## src/sv/assert_macros.svh

```systemverilog
// assertion macros used by the governor core
`ifndef ASSERT_MACROS_SVH
`define ASSERT_MACROS_SVH

// property checked at every rising clock edge outside reset
`define LTLG_ASSERT(label, prop, msg) \
  label: assert property (@(posedge clk_i) disable iff (!rst_ni) (prop)) else $error(msg);

// implication from one cycle to the next
`define LTLG_ASSERT_NEXT(label, ante, cons, msg) \
  label: assert property (@(posedge clk_i) disable iff (!rst_ni) (ante) |=> (cons)) \
    else $error(msg);

`endif

```

## src/sv/ltlg_pkg.sv

```systemverilog
// types and constants of the load threshold level governor
package ltlg_pkg;

  // number of operating points
  localparam int unsigned LEVELS = 16;

  localparam int unsigned KindW   = 2;
  localparam int unsigned LoadW   = 14;
  localparam int unsigned ElapsW  = 24;
  localparam int unsigned LevelW  = 4;
  localparam int unsigned ThrW    = 7;
  localparam int unsigned HoldW   = 16;
  localparam int unsigned MsW     = 15;
  localparam int unsigned CountW  = 18;
  localparam int unsigned CfgIdxW = 3;
  localparam int unsigned CfgDatW = 16;

  // percent to hundredths of a percent
  localparam logic [LoadW-1:0] PctScale = 14'd100;

  // elapsed_us / 1000 as multiply by ceil(2^34 / 1000) and shift by 34
  localparam int unsigned      MsShift = 34;
  localparam logic [24:0]      MsRecip = 25'd17179870;
  localparam int unsigned      ProdW   = ElapsW + 25;

  // highest level index, widened so a level plus one compares cleanly
  localparam logic [6:0]       LevelTop = 7'(LEVELS - 1);

  typedef enum logic [KindW-1:0] {
    KindEval  = 2'd0,
    KindStart = 2'd1,
    KindStop  = 2'd2
  } kind_e;

  typedef enum logic [CfgIdxW-1:0] {
    RegUpThr   = 3'd0,
    RegDnThr   = 3'd1,
    RegUpHold  = 3'd2,
    RegDnHold  = 3'd3,
    RegMinLvl  = 3'd4,
    RegMaxLvl  = 3'd5,
    RegStartLvl = 3'd6
  } reg_idx_e;

  typedef struct packed {
    logic [ThrW-1:0]   up_thr;
    logic [ThrW-1:0]   dn_thr;
    logic [HoldW-1:0]  up_hold;
    logic [HoldW-1:0]  dn_hold;
    logic [LevelW-1:0] min_lvl;
    logic [LevelW-1:0] max_lvl;
    logic [LevelW-1:0] start_lvl;
  } cfg_t;

  // one accepted item after the input register
  typedef struct packed {
    logic [KindW-1:0]  kind;
    logic [LevelW-1:0] cur;
    logic [MsW-1:0]    ms;
    logic              high;
    logic              low;
  } item_t;

endpackage

```

## src/sv/ltlg_cfg.sv

```systemverilog
// configuration register file of the governor
module ltlg_cfg (
  input  logic                    clk_i,
  input  logic                    rst_ni,
  input  logic                    cfg_we_i,
  input  logic [2:0]              cfg_index_i,
  input  logic [15:0]             cfg_data_i,
  output ltlg_pkg::cfg_t          cfg_o
);
  import ltlg_pkg::*;

  cfg_t cfg_q, cfg_d;

  // decode the write index, unknown indexes are dropped
  always_comb begin
    cfg_d = cfg_q;
    if (cfg_we_i) begin
      case (cfg_index_i)
        RegUpThr:    cfg_d.up_thr    = cfg_data_i[ThrW-1:0];
        RegDnThr:    cfg_d.dn_thr    = cfg_data_i[ThrW-1:0];
        RegUpHold:   cfg_d.up_hold   = cfg_data_i[HoldW-1:0];
        RegDnHold:   cfg_d.dn_hold   = cfg_data_i[HoldW-1:0];
        RegMinLvl:   cfg_d.min_lvl   = cfg_data_i[LevelW-1:0];
        RegMaxLvl:   cfg_d.max_lvl   = cfg_data_i[LevelW-1:0];
        RegStartLvl: cfg_d.start_lvl = cfg_data_i[LevelW-1:0];
        default:     cfg_d = cfg_q;
      endcase
    end
  end

  always_ff @(posedge clk_i or negedge rst_ni) begin
    if (!rst_ni) begin
      cfg_q.up_thr    <= 7'd80;
      cfg_q.dn_thr    <= 7'd40;
      cfg_q.up_hold   <= 16'd100;
      cfg_q.dn_hold   <= 16'd100;
      cfg_q.min_lvl   <= 4'd0;
      cfg_q.max_lvl   <= 4'd15;
      cfg_q.start_lvl <= 4'd15;
    end else begin
      cfg_q <= cfg_d;
    end
  end

  assign cfg_o = cfg_q;

endmodule

```

## src/sv/ltlg_front.sv

```systemverilog
// input stage: ms conversion, threshold compares and the input register
module ltlg_front (
  input  logic                    clk_i,
  input  logic                    load_en_i,
  input  logic [1:0]              kind_i,
  input  logic [13:0]             load_i,
  input  logic [23:0]             elapsed_us_i,
  input  logic [3:0]              current_level_i,
  input  ltlg_pkg::cfg_t          cfg_i,
  output ltlg_pkg::item_t         item_o
);
  import ltlg_pkg::*;

  logic [ProdW-1:0] prod;
  logic [LoadW-1:0] up_lim;
  logic [LoadW-1:0] dn_lim;
  item_t            item_d, item_q;

  // reciprocal multiply gives the exact quotient over the full 24-bit range
  assign prod = ProdW'(elapsed_us_i) * ProdW'(MsRecip);

  // thresholds in hundredths of a percent, at most 12700
  assign up_lim = LoadW'(cfg_i.up_thr) * PctScale;
  assign dn_lim = LoadW'(cfg_i.dn_thr) * PctScale;

  always_comb begin
    item_d.kind = kind_i;
    item_d.cur  = current_level_i;
    item_d.ms   = prod[MsShift +: MsW];
    item_d.high = load_i > up_lim;
    item_d.low  = load_i < dn_lim;
  end

  // payload register, loaded on an input transfer
  always_ff @(posedge clk_i) begin
    if (load_en_i) begin
      item_q <= item_d;
    end
  end

  assign item_o = item_q;

endmodule

```

## src/sv/ltlg_core.sv

```systemverilog
// hold counters, level decision, handshake and result register
module ltlg_core (
  input  logic                    clk_i,
  input  logic                    rst_ni,
  input  logic                    in_valid_i,
  output logic                    in_stall_o,
  output logic                    load_en_o,
  input  ltlg_pkg::item_t         item_i,
  input  ltlg_pkg::cfg_t          cfg_i,
  output logic                    out_valid_o,
  input  logic                    out_stall_i,
  output logic                    request_valid_o,
  output logic [3:0]              requested_level_o
);
  import ltlg_pkg::*;

  `include "assert_macros.svh"

  logic                     item_vld_q, item_vld_d;
  logic                     out_vld_q, out_vld_d;
  logic                     res_free, advance, in_xfer;
  logic signed [CountW-1:0] up_q, up_d, dn_q, dn_d;
  logic signed [CountW-1:0] ms_s, up_rel, dn_rel, up_sub, dn_base, dn_sub;
  logic [LevelW:0]          next_lvl;
  logic                     req_vld_q, req_vld_d;
  logic [LevelW-1:0]        req_lvl_q, req_lvl_d;

  // handshake: the item register drains whenever the result register frees up
  assign res_free   = !out_vld_q || !out_stall_i;
  assign advance    = item_vld_q && res_free;
  assign in_stall_o = item_vld_q && !res_free;
  assign in_xfer    = in_valid_i && !in_stall_o;
  assign load_en_o  = in_xfer;

  always_comb begin
    item_vld_d = item_vld_q;
    if (in_xfer) begin
      item_vld_d = 1'b1;
    end else if (advance) begin
      item_vld_d = 1'b0;
    end
    out_vld_d = out_vld_q;
    if (advance) begin
      out_vld_d = 1'b1;
    end else if (!out_stall_i) begin
      out_vld_d = 1'b0;
    end
  end

  // counter arithmetic, the down side starts from its reload when load is also high
  assign ms_s     = $signed({3'b000, item_i.ms});
  assign up_rel   = $signed({2'b00, cfg_i.up_hold});
  assign dn_rel   = $signed({2'b00, cfg_i.dn_hold});
  assign up_sub   = up_q - ms_s;
  assign dn_base  = item_i.high ? dn_rel : dn_q;
  assign dn_sub   = dn_base - ms_s;
  assign next_lvl = {1'b0, item_i.cur} + 5'd1;

  // level decision
  always_comb begin
    up_d      = up_q;
    dn_d      = dn_q;
    req_vld_d = 1'b0;
    req_lvl_d = '0;
    case (item_i.kind)
      KindEval: begin
        if (item_i.high) begin
          up_d = up_sub;
          dn_d = dn_rel;
          if (up_sub <= 0) begin
            if (item_i.cur < cfg_i.max_lvl) begin
              req_vld_d = 1'b1;
              req_lvl_d = ({2'b00, next_lvl} > LevelTop) ? item_i.cur
                                                         : next_lvl[LevelW-1:0];
            end
            up_d = up_rel;
          end
        end
        if (item_i.low) begin
          up_d = up_rel;
          dn_d = dn_sub;
          if (dn_sub <= 0) begin
            if (item_i.cur > cfg_i.min_lvl) begin
              req_vld_d = 1'b1;
              req_lvl_d = item_i.cur - 4'd1;
            end
            dn_d = dn_rel;
          end
        end
        if (!item_i.high && !item_i.low) begin
          up_d = up_rel;
          dn_d = dn_rel;
        end
      end
      KindStart: begin
        up_d      = up_rel;
        dn_d      = dn_rel;
        req_vld_d = 1'b1;
        req_lvl_d = ({3'b000, cfg_i.start_lvl} > LevelTop) ? LevelTop[LevelW-1:0]
                                                           : cfg_i.start_lvl;
      end
      KindStop: begin
        up_d      = up_rel;
        dn_d      = dn_rel;
        req_vld_d = 1'b1;
        req_lvl_d = cfg_i.min_lvl;
      end
      default: begin
        up_d = up_q;
        dn_d = dn_q;
      end
    endcase
  end

  // control and counter registers
  always_ff @(posedge clk_i or negedge rst_ni) begin
    if (!rst_ni) begin
      item_vld_q <= 1'b0;
      out_vld_q  <= 1'b0;
      up_q       <= '0;
      dn_q       <= '0;
    end else begin
      item_vld_q <= item_vld_d;
      out_vld_q  <= out_vld_d;
      if (advance) begin
        up_q <= up_d;
        dn_q <= dn_d;
      end
    end
  end

  // result register
  always_ff @(posedge clk_i) begin
    if (advance) begin
      req_vld_q <= req_vld_d;
      req_lvl_q <= req_lvl_d;
    end
  end

  assign out_valid_o       = out_vld_q;
  assign request_valid_o   = req_vld_q;
  assign requested_level_o = req_lvl_q;

  // stored counters hold zero from reset, a reload value or a positive remainder
  `LTLG_ASSERT(a_counters_nonneg, (up_q >= 0) && (dn_q >= 0), "hold counter went negative")
  // counters only move when an item is handed to the result register
  `LTLG_ASSERT_NEXT(a_counters_hold, !advance, $stable(up_q) && $stable(dn_q), "counter moved without item")
  // the input side stalls only behind a full, stalled result register
  `LTLG_ASSERT(a_stall_cause, !in_stall_o || (out_vld_q && out_stall_i && item_vld_q), "spurious input stall")
  // no request means a zero level on the result
  `LTLG_ASSERT(a_idle_level, !(out_vld_q && !req_vld_q) || (req_lvl_q == '0), "level set without request")

endmodule

```

## src/sv/load_threshold_level_governor.sv

```systemverilog
// Load threshold level governor: steps the operating point index up or down after a load
// has stayed above or below its threshold for a hold time in milliseconds, and requests the
// start or minimum level on start and stop items. One item is accepted per clock cycle
// while input stall is low; each item gives exactly one result, passing through the input
// register (where elapsed microseconds become milliseconds by a reciprocal multiply and the
// load is compared with both thresholds) and then the result register (where the hold
// counters are updated and the level is chosen). A stalled result holds the input register,
// so input stall rises only when both are full. Configuration registers take effect on the
// next item. The user must write them while no item is in flight; the block does not enforce it.
module load_threshold_level_governor (
  input  logic        clk_i,
  input  logic        rst_ni,
  input  logic        cfg_we_i,
  input  logic [2:0]  cfg_index_i,
  input  logic [15:0] cfg_data_i,
  input  logic        in_valid_i,
  output logic        in_stall_o,
  input  logic [1:0]  kind_i,
  input  logic [13:0] load_i,
  input  logic [23:0] elapsed_us_i,
  input  logic [3:0]  current_level_i,
  output logic        out_valid_o,
  input  logic        out_stall_i,
  output logic        request_valid_o,
  output logic [3:0]  requested_level_o
);
  import ltlg_pkg::*;

  cfg_t  cfg;
  item_t item;
  logic  load_en;

  // configuration registers
  ltlg_cfg u_cfg (
    .clk_i       (clk_i),
    .rst_ni      (rst_ni),
    .cfg_we_i    (cfg_we_i),
    .cfg_index_i (cfg_index_i),
    .cfg_data_i  (cfg_data_i),
    .cfg_o       (cfg)
  );

  // input register with precomputed compares
  ltlg_front u_front (
    .clk_i           (clk_i),
    .load_en_i       (load_en),
    .kind_i          (kind_i),
    .load_i          (load_i),
    .elapsed_us_i    (elapsed_us_i),
    .current_level_i (current_level_i),
    .cfg_i           (cfg),
    .item_o          (item)
  );

  // counters, decision and result register
  ltlg_core u_core (
    .clk_i             (clk_i),
    .rst_ni            (rst_ni),
    .in_valid_i        (in_valid_i),
    .in_stall_o        (in_stall_o),
    .load_en_o         (load_en),
    .item_i            (item),
    .cfg_i             (cfg),
    .out_valid_o       (out_valid_o),
    .out_stall_i       (out_stall_i),
    .request_valid_o   (request_valid_o),
    .requested_level_o (requested_level_o)
  );

endmodule
```

## config.mk

```make
export PLATFORM = sky130hd
export DESIGN_NAME = load_threshold_level_governor
export DESIGN_NICKNAME = d
export VERILOG_FILES = /design/src/sv/ltlg_pkg.sv /design/src/sv/ltlg_cfg.sv /design/src/sv/ltlg_front.sv /design/src/sv/ltlg_core.sv /design/src/sv/load_threshold_level_governor.sv
export VERILOG_INCLUDE_DIRS = /design/src /design/src/sv
export SDC_FILE = /design/constraint.sdc
export NUM_CORES = 1
export LEC_CHECK = 0
export BUFFER_PORTS_ARGS = -buffer_cell sky130_fd_sc_hd__buf_4
export CAP_MARGIN = 0
export CORE_ASPECT_RATIO = 1.4
export CORE_MARGIN = 2
export CORE_UTILIZATION = 50
export CTS_BUF_LIST = sky130_fd_sc_hd__clkbuf_4 sky130_fd_sc_hd__clkbuf_8 sky130_fd_sc_hd__clkbuf_16
export CTS_CLUSTER_SIZE = 28
export DETAILED_ROUTE_END_ITERATION = 7
export PLACE_DENSITY = 0.71
export SLEW_MARGIN = 20
export SYNTH_ARGS = -nofsm -noshare
export SYNTH_HDL_FRONTEND = slang
export SYNTH_SLANG_ARGS = --single-unit
```

## constraint.sdc

```tcl
create_clock -name clk_i -period 4.25 [get_ports clk_i]
set_input_delay 0.85 -clock clk_i [delete_from_list [all_inputs] [get_ports clk_i]]
set_output_delay 0.85 -clock clk_i [all_outputs]
set_load 0.02 [all_outputs]
```

# [Word level (Yosys, flattened, before mapping)]
# Cells that the tools add are included.
[word_totals] ff_bits=124 in_bits=68 word_cells=96
[op_classes] addsub=4 multipliers=3 magnitude_cmp=7 eq_ne=10 n_mux=29 reduce_logical=25
[op_table] operator="$mux 18" count=8
[op_table] operator="$pmux 18 s2" count=2
[op_table] operator="$mul 24x24->48 const B" count=1
[op_table] operator="$le 18x1->1 const B" count=2
[op_table] operator="$sub 18x16->18" count=2
[op_table] operator="$mux 4" count=7
[op_table] operator="$mul 7x5->12 const B" count=2
[op_table] operator="$reduce_and 2->1" count=8
[op_table] operator="$gt 14x14->1" count=1
[op_table] operator="$lt 14x14->1" count=1
[op_table] operator="$pmux 4 s3" count=1
[op_table] operator="$mux 1" count=10
[op_table] operator="$eq 3x3->1 const B" count=3
[op_table] operator="$eq 3x2->1 const B" count=2
[op_table] operator="$logic_not 1->1" count=6
[op_table] operator="$add 4x1->5 const B" count=1
[op_table] operator="$gt 5x4->1 const B" count=1
[op_table] operator="$gt 4x4->1" count=1
[op_table] operator="$logic_and 1x1->1" count=4
[op_table] operator="$lt 4x4->1" count=1
[op_table] operator="$ne 4x3->1 const B" count=1
[op_table] operator="$reduce_bool 2->1" count=2
[op_table] operator="$sub 4x1->4 const B" count=1
[op_table] operator="$eq 3x1->1 const B" count=1
[op_table] operator="9 further kinds" count=9

# [Depth between registers and ports, before layout]
[logic_depth] word_depth=10 mapped_depth=23 mapped_depth_nobuf=23

# [Cells and area by module]
# A second synthesis with hierarchy kept.
[hier_totals] hier_cells=1900 hier_area_um2=18555.3
[modules_own_cells] mod="ltlg_front" instances=1 cells_each=1197 area_each_um2=11569.8 seq_area_each_um2=690.7
[modules_own_cells] mod="ltlg_core" instances=1 cells_each=574 area_each_um2=4675.7 seq_area_each_um2=1101.1
[modules_own_cells] mod="ltlg_cfg" instances=1 cells_each=129 area_each_um2=2309.7 seq_area_each_um2=1473.9

# [Least setup slack after synthesis]
# No wires, ideal clock.
[synth_timing] path_kind="input to register" startpoint="input port elapsed_us_i[18]" endpoint="register u_front.item_q, in the netlist u_front.item_o[15], data pin" setup_ns=0.261 arrival_ns=6.383 required_ns=3.989 setup_slack_ns=-2.394 path_stages=21 n_path_buf=0 cell_sequence="fa_1 inv_1 fa_1 inv_1 ha_1 fa_1 fa_1 fa_1 inv_1 fa_1 inv_1 ha_1 nand4_1 nor2_1 nor4b_1 o311ai_0 a311oi_1 a31oi_1 o211a_1 nor3_1 xnor2_1"
[synth_rtl] item="start, declared" line="load_threshold_level_governor.sv:20" rtl="input logic [23:0] elapsed_us_i,"
[synth_rtl] item="end signal, assigned" line="ltlg_front.sv:37" rtl="item_q <= item_d;"
[synth_rtl] item="end, declared" line="ltlg_front.sv:17" rtl="item_t item_d, item_q;"

==> flow_metrics.env <==
export IMPL_grt_pass1_wl_um=77860
export IMPL_tightest_slew_ns=1.053
export IMPL_violations="negative setup slack"
export IMPL_cts_tree="yes"
export IMPL_synthCells=1949
export IMPL_syn_nets=2571
export IMPL_clock_sinks=124
export IMPL_routed_wl_um=48260
export IMPL_num_rows=84
export IMPL_fin_ws_ns=-1.974
export IMPL_cts_buffer_depth=2
export IMPL_reg2reg_slack_ns=0.11
export IMPL_fin_skew_ns=0.009954
export IMPL_avgSynthCellArea_sq_um=9.628
export IMPL_layout_drive_gt1_share_pct=20.82
export IMPL_met1_usage_pct=27.25
export IMPL_gr_total_overflow=0
export IMPL_multi_input_area_sq_um=14200
export IMPL_ioPinCount=75
export IMPL_fin_nets=2770
export IMPL_synth_seq_area_share_pct=17.40
export IMPL_dr_first_iter_drc_count=757
export IMPL_worstPathRequired_ns=4.42
export IMPL_antenna_found_initial=0
export IMPL_status="complete, but fails checks"
export IMPL_crit_type="in -> reg"
export IMPL_relSlewSlack_pct=29.44
export IMPL_clock_latency_ns=0.43
export IMPL_cap_violations=0
export IMPL_fp_dieArea_sq_um=39120
export IMPL_dp_hpwl_um=39850
export IMPL_netlist_area_sq_um=18770
export IMPL_area_growth_pct=17.76
export IMPL_yosysUniqueCellTypes=85
export IMPL_via_count=14870
export IMPL_worstSetupStartpointType="input pin"
export IMPL_final_cell_mix="396 x inv_1, 351 x ha_1, 207 x buf_4"
export IMPL_rsz0062_at_grt="yes"
export IMPL_synthTopCellsByArea="ha_1 25%, fa_1 19%, dfrtp_1 10%"
export IMPL_grt_max_degree=41
export IMPL_fmax_mhz=160.7
export IMPL_clkSlewWorstSetupHoldPaths_ns=0.06
export IMPL_grt_pass1_vias=15790
export IMPL_routedWlPerCell_um=18.32
export IMPL_cts_htree_levels=4
export IMPL_period_minus_slack_ns=6.224
export IMPL_dpl_cell_area_sq_um=20950
export IMPL_drtPass1Iterations=6
export IMPL_drc_errors=0
export IMPL_portBuffers=74
export IMPL_synth_async_sr_flop_share_pct=77.42
export IMPL_end_kind="register"
export IMPL_gp_congestion=0.9163
export IMPL_numCtsBuffers=17
export IMPL_core_area_sq_um=37310
export IMPL_synth_edf_count=28
export IMPL_synth_top_area_cell="ha_1"
export IMPL_ys_warnings_count=0
export IMPL_seq_area_sq_um=3266
export IMPL_ant_nets=0
export IMPL_die_x_um=167.7
export IMPL_setup_viol=15
export IMPL_finalInstanceArea_sq_um=22100
export IMPL_busiest_layer="met2"
export IMPL_viasPerCell=5.645
export IMPL_clock_root_buffer="clkbuf_16"
export IMPL_finalCritPeriodShare_pct=146.4
export IMPL_cp_max_fo=5
export IMPL_start_util_pct=50.30
export IMPL_grtUsageTotal_pct=25.09
export IMPL_antenna_diode_count=0
export IMPL_fillCellCount=3113
export IMPL_yosys_area_top_type_share_pct=24.87
export IMPL_grtUsageMet2_pct=49.71
export IMPL_synth_ff_type="dfrtp_1"
export IMPL_met3_usage_pct=1.932
export IMPL_final_core_util_pct=59.23
export IMPL_die_h_um=233.2
export IMPL_cp_arrival_ns=6.40
export IMPL_place_ws_ns=-2.577
export IMPL_hp_class="in -> async"
export IMPL_hold_viol=0
export IMPL_final_common_cell="inv_1"
export IMPL_ys_seq_elements=124
export IMPL_slew_violations=0
## synthesized netlist by cell type, types with 6 or more instances
| cell | number |
|---|---|
| a211oi_1 | 11 |
| a21o_1 | 46 |
| a21oi_1 | 70 |
| a221o_1 | 6 |
| a31oi_1 | 29 |
| and2_1 | 12 |
| and3_1 | 9 |
| buf_2 | 13 |
| clkbuf_1 | 30 |
| dfrtp_1 | 78 |
| dfstp_2 | 18 |
| edfxtp_1 | 28 |
| fa_1 | 181 |
| ha_1 | 373 |
| inv_1 | 413 |
| mux2_2 | 63 |
| nand2_1 | 70 |
| nand2b_1 | 20 |
| nand3_1 | 39 |
| nand4_1 | 10 |
| nor2_1 | 63 |
| nor2b_1 | 16 |
| nor3_1 | 27 |
| nor3b_1 | 8 |
| nor4_1 | 6 |
| o2111ai_1 | 8 |
| o211ai_1 | 32 |
| o21a_1 | 15 |
| o21ai_0 | 45 |
| o21ai_1 | 17 |
| o21ai_2 | 6 |
| o21bai_1 | 10 |
| o31ai_1 | 9 |
| or2_2 | 10 |
| or3_1 | 11 |
| or4_1 | 10 |
| xnor2_1 | 25 |
| xor2_1 | 21 |
## cell families (layout without fill, tap and decap cells)
group,after synthesis,after routing,synth area share (%)
XOR/XNOR,46,46,2.147
adder cells (fa/ha/maj),554,554,44.18
AO/OA/AOI/OAI,360,360,13.19
multiplexers,68,68,4.047
AND/OR/NAND/NOR,334,334,9.421
buffers and inverters,463,675,9.615
flip-flops,124,124,17.40
## path summary, 6_finish.rpt
check	from	endpoint	cells past startpoint
worst min-delay path	rst_ni	u_core.dn_q[14]	1
min in group clk_i	u_core.up_q[3]	u_core.up_q[3]	2
max in group asynchronous	rst_ni	u_cfg.cfg_o[33]	2
worst max register to register	u_front.item_o[1]	u_core.requested_level_o[2]	12
worst min register to register	u_core.up_q[3]	u_core.up_q[3]	2
worst max-delay path	elapsed_us_i[21]	u_front.item_o[15]	23
## through the flow
| step | TNS, ns | hold slack [ns] | std cells |
|---|---|---|---|
| finish | -27.12 | 0.4040 | 2634 |
| global route | -29.91 | 0.4378 | 2634 |
| CTS | -27.71 | 0.4139 | 2630 |
| detailed placement | -35.57 | 0.4698 | 2591 |
| global placement | -34.24 | 0.4589 | 2591 |
| floorplan | -26.60 | 0.4446 | 1949 |
## per-layer routing
layer,up-vias,wire [um]
li1,7046,-
met1,7380,18480
met2,321,26450
met3,122,1088
met4,0,2245
met5,-,0
## worst max-delay path: stages
cell	delay [ns]
buf_12	0.11
fa_1	0.56
inv_2	0.05
fa_1	0.47
inv_1	0.05
ha_2	0.17
fa_1	0.57
fa_1	0.46
fa_1	0.54
inv_2	0.04
fa_1	0.52
inv_2	0.05
ha_4	0.26
nand4_1	0.14
nor2_2	0.16
nor4b_4	0.23
o311ai_2	0.15
a311oi_2	0.24
buf_4	0.17
a31oi_4	0.10
o211a_1	0.28
nor3_2	0.14
xnor2_1	0.09
## cell type report
cell class / count / area share (%)
Clock buffer: 17 / 1.925
Timing Repair Buffer: 230 / 8.391
Multi-Input combinational cell: 1362 / 64.25
Clock inverter: 15 / 0.9626
Tap cell: 473 / 2.678
Sequential cell: 124 / 14.78
Inverter: 413 / 7.015
## flip-flops by register name (all words and copies together), names as in the netlist
name,count
u_core.requested_level_o,4
u_core.out_valid_o,1
u_core.up_q,18
u_cfg.cfg_o,58
u_core.item_vld_q,1
u_core.request_valid_o,1
u_core.dn_q,18
u_front.item_o,23
## what timing repair did
action,4_1_cts,5_1_grt
setup buffers,9,9
endpoints found under the setup margin,15,21
hold buffers,0,0
pin swaps,31,61
gates resized for setup,39,53
Power is left out: the tool's default activity adds up to more than one toggle a clock period on the data nets, which glitch-free logic cannot reach.
